<file path="src/rtl/assert_macros.svh">
// Assertion macros used by the transmit back module of the frame checker.
`ifndef ASSERT_MACROS_SVH
`define ASSERT_MACROS_SVH

// Same-cycle implication, checked on clk with arst_n held as disable.
`define ASSERT_IMPL(label, ante, cons, msg) \
	label: assert property (@(posedge clk) disable iff (!arst_n) (ante) |-> (cons)) \
		else $error(msg);

// Next-cycle implication, checked on clk with arst_n held as disable.
`define ASSERT_NEXT(label, ante, cons, msg) \
	label: assert property (@(posedge clk) disable iff (!arst_n) (ante) |=> (cons)) \
		else $error(msg);

`endif

</file>
<file path="src/rtl/lsfc_pkg.sv">
// Types, codes and helper functions of the LIN slave frame checker.
`default_nettype none
package lsfc_pkg;

	// Status codes of a report
	localparam logic [1:0] ST_HDR_ERR = 2'd0;
	localparam logic [1:0] ST_GOOD    = 2'd1;
	localparam logic [1:0] ST_RESP    = 2'd2;

	// Kind codes of an output beat
	localparam logic KIND_STATUS = 1'b0;
	localparam logic KIND_TX     = 1'b1;

	// Configuration register indexes
	localparam logic [1:0] REG_NODE_ID   = 2'd0;
	localparam logic [1:0] REG_RX_LEN    = 2'd1;
	localparam logic [1:0] REG_RESP_LEN  = 2'd2;
	localparam logic [1:0] REG_RESP_DATA = 2'd3;

	// Header byte values
	localparam logic [7:0] BREAK_BYTE = 8'h00;
	localparam logic [7:0] SYNC_BYTE  = 8'h55;

	// Depth of the report queue between front and back
	localparam int QUEUE_DEPTH = 4;

	typedef struct packed {
		logic [5:0]  node_id;
		logic [3:0]  rx_len;
		logic [3:0]  resp_len;
		logic [63:0] resp_data;
	} cfg_t;

	// Protected identifier: parity bits P0 and P1 on top of the id
	function automatic logic [7:0] protected_id(input logic [5:0] id);
		logic p0;
		logic p1;
		p0 = id[0] ^ id[1] ^ id[2] ^ id[4];
		p1 = ~(id[1] ^ id[3] ^ id[4] ^ id[5]);
		if (id == 6'h3F) begin
			return 8'hFF;
		end
		return {p1, p0, id};
	endfunction

	// Byte add with end-around carry
	function automatic logic [7:0] carry_add(input logic [7:0] sum, input logic [7:0] b);
		logic [8:0] s;
		s = {1'b0, sum} + {1'b0, b};
		return s[8] ? (s[7:0] + 8'd1) : s[7:0];
	endfunction

	// Saturate a length register to the maximum byte count
	function automatic logic [3:0] clamp_len(input logic [3:0] v, input logic [3:0] max_len);
		return (v > max_len) ? max_len : v;
	endfunction

endpackage
`default_nettype wire

</file>
<file path="src/rtl/lsfc_back.sv">
// Transmit back: plays out one report beat, then any response bytes and checksum.
`default_nettype none
`include "assert_macros.svh"
module lsfc_back #(
	parameter int MAX_DATA_BYTES = 8
) (
	input  wire logic           clk,
	input  wire logic           arst_n,
	input  wire lsfc_pkg::cfg_t cfg,
	input  wire logic           q_empty,
	input  wire logic [1:0]     q_status,
	output logic                pop,
	output logic                m_tvalid,
	input  wire logic           m_tready,
	output logic [15:0]         m_tdata,  // [1:0] status, [9:2] tx_byte, rest zero
	output logic                m_tuser,  // [0] kind
	output logic                m_tlast
);
	import lsfc_pkg::*;

	localparam int IDX_W = $clog2(MAX_DATA_BYTES + 2);

	logic             busy_q;
	logic [1:0]       status_q;
	logic [IDX_W-1:0] idx_q;
	logic [7:0]       sum_q;

	logic [3:0]       rlen;
	logic [IDX_W-1:0] last_idx;
	logic [IDX_W+2:0] idx_m1;
	logic [2:0]       byte_sel;
	logic [7:0]       resp_byte;
	logic [7:0]       tx_byte;
	logic             final_beat;
	logic             m_fire;
	logic             load;

	assign rlen      = clamp_len(cfg.resp_len, 4'(MAX_DATA_BYTES));
	assign last_idx  = IDX_W'(rlen) + 1'b1;
	assign idx_m1    = {3'b000, idx_q} - 1'b1;
	assign byte_sel  = idx_m1[2:0];
	assign resp_byte = cfg.resp_data[{byte_sel, 3'b000} +: 8];

	// Final beat: the report alone, or the checksum after the response bytes
	assign final_beat = ((idx_q == '0) && (status_q != ST_RESP)) || (idx_q == last_idx);
	assign m_fire     = m_tvalid && m_tready;
	assign load       = !q_empty && (!busy_q || (m_fire && final_beat));
	assign pop        = load;

	// Select the beat payload
	always_comb begin
		if (idx_q == '0) begin
			tx_byte = 8'h00;
		end else if (idx_q == last_idx) begin
			tx_byte = ~sum_q;
		end else begin
			tx_byte = resp_byte;
		end
	end

	assign m_tvalid = busy_q;
	assign m_tuser  = (idx_q == '0) ? KIND_STATUS : KIND_TX;
	assign m_tdata  = {6'b000000, tx_byte, status_q};
	assign m_tlast  = final_beat;

	// Advance through the beats of a report
	always_ff @(posedge clk or negedge arst_n) begin
		if (!arst_n) begin
			busy_q   <= 1'b0;
			status_q <= ST_HDR_ERR;
			idx_q    <= '0;
			sum_q    <= '0;
		end else if (load) begin
			busy_q   <= 1'b1;
			status_q <= q_status;
			idx_q    <= '0;
		end else if (m_fire) begin
			if (final_beat) begin
				busy_q <= 1'b0;
			end else begin
				idx_q <= idx_q + 1'b1;
				if (idx_q == '0) begin
					sum_q <= protected_id(cfg.node_id);
				end else begin
					sum_q <= carry_add(sum_q, resp_byte);
				end
			end
		end
	end

	`ASSERT_IMPL(a_pop_nonempty, pop, !q_empty, "pop from empty report queue")
	`ASSERT_NEXT(a_drain_idle, m_fire && final_beat && !load, !busy_q, "back busy after last beat")
	`ASSERT_NEXT(a_stall_hold, busy_q && !m_tready, $stable({idx_q, status_q}), "stalled beat moved")
	`ASSERT_IMPL(a_idx_range, busy_q, idx_q <= last_idx, "beat index past checksum")

endmodule
`default_nettype wire

</file>
<file path="config.mk">
export PLATFORM = sky130hd
export DESIGN_NAME = lsfc_back
export DESIGN_NICKNAME = d
export VERILOG_FILES = /design/src/rtl/lsfc_pkg.sv /design/src/rtl/lsfc_back.sv
export VERILOG_INCLUDE_DIRS = /design/src /design/src/rtl
export SDC_FILE = /design/constraint.sdc
export NUM_CORES = 1
export LEC_CHECK = 0
export BUFFER_PORTS_ARGS = -buffer_cell sky130_fd_sc_hd__buf_4
export CORE_MARGIN = 10
export CORE_UTILIZATION = 50
export CTS_CLUSTER_SIZE = 30
export DETAILED_ROUTE_END_ITERATION = 6
export GPL_ROUTABILITY_DRIVEN = 0
export PLACE_DENSITY = 0.85
export REMOVE_ABC_BUFFERS = 1
export SYNTH_ARGS = -nofsm -noshare
export SYNTH_HDL_FRONTEND = slang
export SYNTH_SLANG_ARGS = --single-unit
</file>
<file path="constraint.sdc">
create_clock -name clk -period 10.6 [get_ports clk]
set_clock_uncertainty 0.05 [all_clocks]
set_input_delay 1.59 -clock clk [delete_from_list [all_inputs] [get_ports clk]]
set_output_delay 1.59 -clock clk [all_outputs]
set_load 0.05 [all_outputs]
</file>
==> results of run 1 <==
==> flip-flops by register name, summed over array words and instances (netlist names) <==
| register | cells |
|---|---|
| sum_q | 8 |
| idx_q | 4 |
| m_tvalid | 1 |
| status_q | 2 |
==> metrics by stage <==
stage                     hold slack (ns)   util  std cells  cell area (um^2)
after global routing                0.536  0.701        344              2760
after global placement              0.454  0.690        340              2720
after CTS                           0.488  0.701        344              2760
final                               0.488  0.701        344              2760
after floorplan                     0.429      -        195              1940
after detailed placement            0.474  0.690        340              2720
==> final cells by class <==
class | instances | area [um^2] | share of cell area
Clock buffer | 4 | 45.0 | 0.0163
Multi-Input combinational cell | 174 | 1550 | 0.559
Tap cell | 50 | 62.6 | 0.0226
Sequential cell | 15 | 375 | 0.136
Inverter | 6 | 22.5 | 0.00815
Timing Repair Buffer | 95 | 713 | 0.258
==> metal layers <==
| layer | vias to the layer above | GRT usage | wire length (um) |
|---|---|---|---|
| met4 | 0 | 0.0487 | 74 |
| met2 | 85 | 0.279 | 2970 |
| met5 | - | 0 | 0 |
| met1 | 944 | 0.218 | 2840 |
| met3 | 8 | 0.0186 | 258 |
| li1 | 933 | - | - |
==> worst max-delay path: stages <==
cell and delay, ns:
buf_4 0.11, nor2b_1 0.14, ha_1 0.26, xnor2_4 0.15
xnor2_2 0.20, nor4_4 0.75, nor2_1 0.12, a211oi_1 0.26
buf_4 0.26
==> kinds of logic after synthesis <==
kind of cell    after synthesis  synth area share
compound gates               50             0.168
xor+xnor                     24             0.117
fa+ha+maj                    14            0.0904
buf+inv                      20            0.0588
flops                        15             0.186
mux                          28             0.244
other cells                   1           0.00186
simple gates                 52             0.134
==> worst max-delay path by stage <==
stage / from / endpoint / slack (ns) / cells past startpoint
final: cfg[64] / m_tdata[4] / 5.11 / 9
after CTS: cfg[64] / m_tdata[4] / 5.10 / 9
after global routing: cfg[67] / m_tdata[4] / 4.92 / 9
after floorplan: cfg[64] / m_tdata[2] / 4.81 / 7
after detailed placement: cfg[67] / m_tdata[4] / 5.11 / 9
after global placement: cfg[64] / m_tdata[4] / 5.17 / 9
==> Yosys cell counts (all sizes together), types with 2 or more instances <==
master / n / share of area
ha: 13 / 0.080
a211oi: 9 / 0.033
nor2b: 3 / 0.0093
o21ai: 19 / 0.049
o21bai: 2 / 0.0074
nand4: 3 / 0.0093
nand3: 2 / 0.0050
o22ai: 3 / 0.0093
mux2i: 2 / 0.0099
buf: 11 / 0.042
xnor2: 16 / 0.082
inv: 6 / 0.011
nor3b: 2 / 0.0099
mux4: 16 / 0.18
clkbuf: 3 / 0.0056
nor2: 20 / 0.041
a21o: 3 / 0.011
a31oi: 2 / 0.0062
nor3: 2 / 0.0050
nand2: 13 / 0.024
dfrtp: 15 / 0.19
xor2: 8 / 0.035
mux2: 10 / 0.056
a21oi: 6 / 0.017
or3: 3 / 0.0093
==> impl_metrics.env, run 1 <==
export IMPL_slew_headroom=0.383
export IMPL_hold_buffers=0
export IMPL_ys_ff_latch=15
export IMPL_ys_flop_type="dfrtp_1"
export IMPL_grt_pass1_vias=2001
export IMPL_core_mm2=0.00394
export IMPL_path_max_fanout=17
export IMPL_antenna_found_initial=0
export IMPL_worstReg2RegStart="idx_q[1]$_DFFE_PN0P_"
export IMPL_syn_area_mm2=0.00202
export IMPL_fin_crit_ns=5.49
export IMPL_crit_arrival_ns=3.85
export IMPL_reg2reg_depth=13
export IMPL_die_area_mm2=0.00698
export IMPL_antenna_left=0
export IMPL_drc=0
export IMPL_final_common_cell="buf_4"
export IMPL_min_to="sum_q[0]$_DFFE_PN0P_"
export IMPL_dp_slack_ns=5.11
export IMPL_cts_tree="built"
export IMPL_portBuffers=93
export IMPL_cp_end_kind="output port"
export IMPL_syn_avg_cell_area_um2=9.91
export IMPL_antenna_cells=0
export IMPL_rsz0062_at_grt="no"
export IMPL_final_setup_viol_count=0
export IMPL_htreeDepth=1
export IMPL_yosysUniqueCellTypes=46
export IMPL_fmax_mhz=182
export IMPL_max_slew_worst_pin_slew_ns=0.923
export IMPL_yosysSeqAreaShare=0.186
export IMPL_fin_ws_ns=5.11
export IMPL_grt_overflow=0
export IMPL_layout_common_cells="95 x buf_4, 19 x nor2_1, 16 x mux4_2, 15 x o21ai_0, 15 x dfrtp_1"
export IMPL_critPathKind="input pin to output port"
export IMPL_nets=393
export IMPL_routed_wl_um=6140
export IMPL_slew_viol_final=0
export IMPL_clk_pin_slew_worst_paths_ns=0.06
export IMPL_rows=23
export IMPL_hold_start="sum_q[0]$_DFFE_PN0P_"
export IMPL_drive_gt1_frac=0.456
export IMPL_synth_edff_count=0
export IMPL_grt_max_degree=21
export IMPL_synthArstFlopShare=1.00
export IMPL_status="finished clean"
export IMPL_r2r_slack_ns=6.40
export IMPL_syn_inst=204
export IMPL_cp_required_ns=8.96
export IMPL_cts_buffers=3
export IMPL_clockRootBuffer="clkbuf_8"
export IMPL_drtIter0Drc=147
export IMPL_io_pins=104
export IMPL_setup_tns_ns=0
export IMPL_fp_dieW_um=83.6
export IMPL_clk_latency_ns=0.25
export IMPL_holdPathStages=2
export IMPL_clk_path_buf_depth=2
export IMPL_ys_warn_count=0
export IMPL_cts_sinks=15
export IMPL_hpwl_um=5140
export IMPL_start_kind="input pin"
export IMPL_max_cap_violations=0
export IMPL_track_usage=0.166
export IMPL_hold_class="flip-flop to flip-flop"
export IMPL_regToRegEndpoint="sum_q[7]$_DFFE_PN0P_"
export IMPL_detail_route_wl_per_cell_um=17.8
export IMPL_fillerInstances=315
export IMPL_post_cts_buffers=0
export IMPL_start_util=0.513
export IMPL_hold_viol=0
export IMPL_min_period_over_period=0.518
export IMPL_grt_pass1_wl_um=9780
export IMPL_drt_pass1_iter_count=4
export IMPL_post_cts_resized=0
export IMPL_syn2layout_area_growth_pct=36.8
export IMPL_post_drt_via_cell_ratio=5.73
export IMPL_die_h_um=83.6
export IMPL_via_count=1970
Power of run 1 is left out: the tool's default activity adds up to more than one toggle a clock period on the data nets, which glitch-free logic cannot reach.
==> inputs of run 2 (changes only) <==
CORE_UTILIZATION = 46   (was 50)
PLACE_DENSITY = 0.79   (was 0.85)
clock period = 5.05 ns   (was 10.6 ns; I/O delays follow)
==> run 2 against run 1 <==
  * Global-route usage is 1.9 points lower
  * Worst hold slack worse by 0.19 ns
  * Critical path type is now flip-flop to flip-flop
  * Critical path depth is 4 higher
  * Routed wire length is 7.6% lower
  * Register-to-register slack worse by 5.4 ns
  * Critical endpoint is now sum_q[7]$_DFFE_PN0P_
==> impl_metrics.env, run 2 (synthesis results as in run 1) <==
export IMPL_status="finished clean"
export IMPL_min_period_over_period=0.812
export IMPL_slew_headroom=0.439
export IMPL_start_util=0.471
export IMPL_grt_pass1_wl_um=9070
export IMPL_largest_reg_flops=8
export IMPL_grt_pass1_vias=1874
export IMPL_r2r_slack_ns=0.95
export IMPL_fin_ws_ns=0.952
export IMPL_regToRegEndpoint="sum_q[7]$_DFFE_PN0P_"
export IMPL_hold_viol=0
export IMPL_dp_slack_ns=0.938
export IMPL_io_pins=104
export IMPL_portBuffers=93
export IMPL_cts_sinks=15
export IMPL_antenna_cells=0
export IMPL_finalInstanceArea_mm2=0.00277
export IMPL_routed_wl_um=5670
export IMPL_clk_path_buf_depth=2
export IMPL_layout_common_cells="96 x buf_4, 19 x nor2_1, 16 x mux4_2, 15 x o21ai_0, 15 x dfrtp_1"
export IMPL_drt_pass1_iter_count=4
export IMPL_die_h_um=86.3
export IMPL_detail_route_wl_per_cell_um=16.3
export IMPL_slew_viol_final=0
export IMPL_fp_dieW_um=86.3
export IMPL_start_kind="flip-flop"
export IMPL_die_area_mm2=0.00744
export IMPL_worstReg2RegStart="idx_q[1]$_DFFE_PN0P_"
export IMPL_setup_tns_ns=0
export IMPL_hold_buffers=0
export IMPL_track_usage=0.148
export IMPL_clk_pin_slew_worst_paths_ns=0.06
export IMPL_rsz0062_at_grt="no"
export IMPL_clk_latency_ns=0.25
export IMPL_path_max_fanout=17
export IMPL_fmax_mhz=244
export IMPL_place_area_mm2=0.00273
export IMPL_max_cap_violations=0
export IMPL_rows=24
export IMPL_htreeDepth=1
export IMPL_post_cts_buffers=0
export IMPL_clockRootBuffer="clkbuf_8"
export IMPL_drc=0
export IMPL_largestRegisters="sum_q x8, idx_q x4, status_q x2"
export IMPL_reg2reg_depth=13
export IMPL_hold_class="input pin to asynchronous set/reset pin"
export IMPL_drtIter0Drc=105
export IMPL_fin_crit_ns=4.10
export IMPL_grt_max_degree=21
export IMPL_syn2layout_area_growth_pct=37.3
export IMPL_drive_gt1_frac=0.458
export IMPL_final_setup_viol_count=0
export IMPL_cts_buffers=3
export IMPL_max_slew_worst_pin_slew_ns=0.835
export IMPL_post_cts_resized=0
export IMPL_antenna_left=0
export IMPL_core_mm2=0.00429
export IMPL_hpwl_um=4840
export IMPL_crit_arrival_ns=4.17
export IMPL_cp_end_kind="flip-flop"
export IMPL_grt_overflow=0
export IMPL_cp_required_ns=5.12
export IMPL_post_drt_via_cell_ratio=5.38
export IMPL_antenna_found_initial=0
export IMPL_max_flop_register="sum_q"
export IMPL_critPathKind="flip-flop to flip-flop"
export IMPL_via_count=1866
export IMPL_final_common_cell="buf_4"
export IMPL_cts_tree="built"
export IMPL_nets=394
## run 2: worst max path at each step
stage	end	start
2_1_floorplan	sum_q[7]$_DFFE_PN0P_	idx_q[0]$_DFFE_PN0P_
3_3_place_gp	sum_q[7]$_DFFE_PN0P_	idx_q[1]$_DFFE_PN0P_
3_5_place_dp	sum_q[7]$_DFFE_PN0P_	idx_q[1]$_DFFE_PN0P_
4_1_cts	sum_q[7]$_DFFE_PN0P_	idx_q[1]$_DFFE_PN0P_
5_1_grt	sum_q[7]$_DFFE_PN0P_	idx_q[1]$_DFFE_PN0P_
6_report	sum_q[7]$_DFFE_PN0P_	idx_q[1]$_DFFE_PN0P_
## run 2: area by class of cell
class	instances	area, um^2
clock buffers	4	45.0
fillers	373	1520
inverters	6	22.5
multi-input cells	174	1550
flip-flops and latches	15	375
well taps	52	65.1
repair buffers	96	721
## run 2: critical path, cell delays in order, from the launching register on
cell and delay [ns]:
dfrtp_1 0.42, inv_1 0.08, ha_1 0.73, mux4_2 0.40
mux2_2 0.29, ha_1 0.22, fa_1 0.42, a211oi_1 0.29
nor2_1 0.10, xor2_1 0.26, nand4_1 0.18, nor3b_1 0.29
xnor2_1 0.16, a21oi_1 0.09
## run 2: stage by stage
| stage | utilization | hold WS (ns) | instances |
|---|---|---|---|
| floorplan | - | 0.412 | 195 |
| global placement | 0.635 | 0.473 | 343 |
| detailed placement | 0.635 | 0.482 | 343 |
| CTS | 0.646 | 0.299 | 347 |
| global route | 0.646 | 0.305 | 347 |
| finish | 0.646 | 0.301 | 347 |
## run 2: per-layer routing
layer,vias to the layer above,share of wire,global-route usage
met5,-,0,0
met4,0,0.010,0.0486
met3,5,0.057,0.0281
met2,59,0.47,0.243
met1,869,0.46,0.190
li1,933,-,-
Power of run 2 is left out for the same reason.
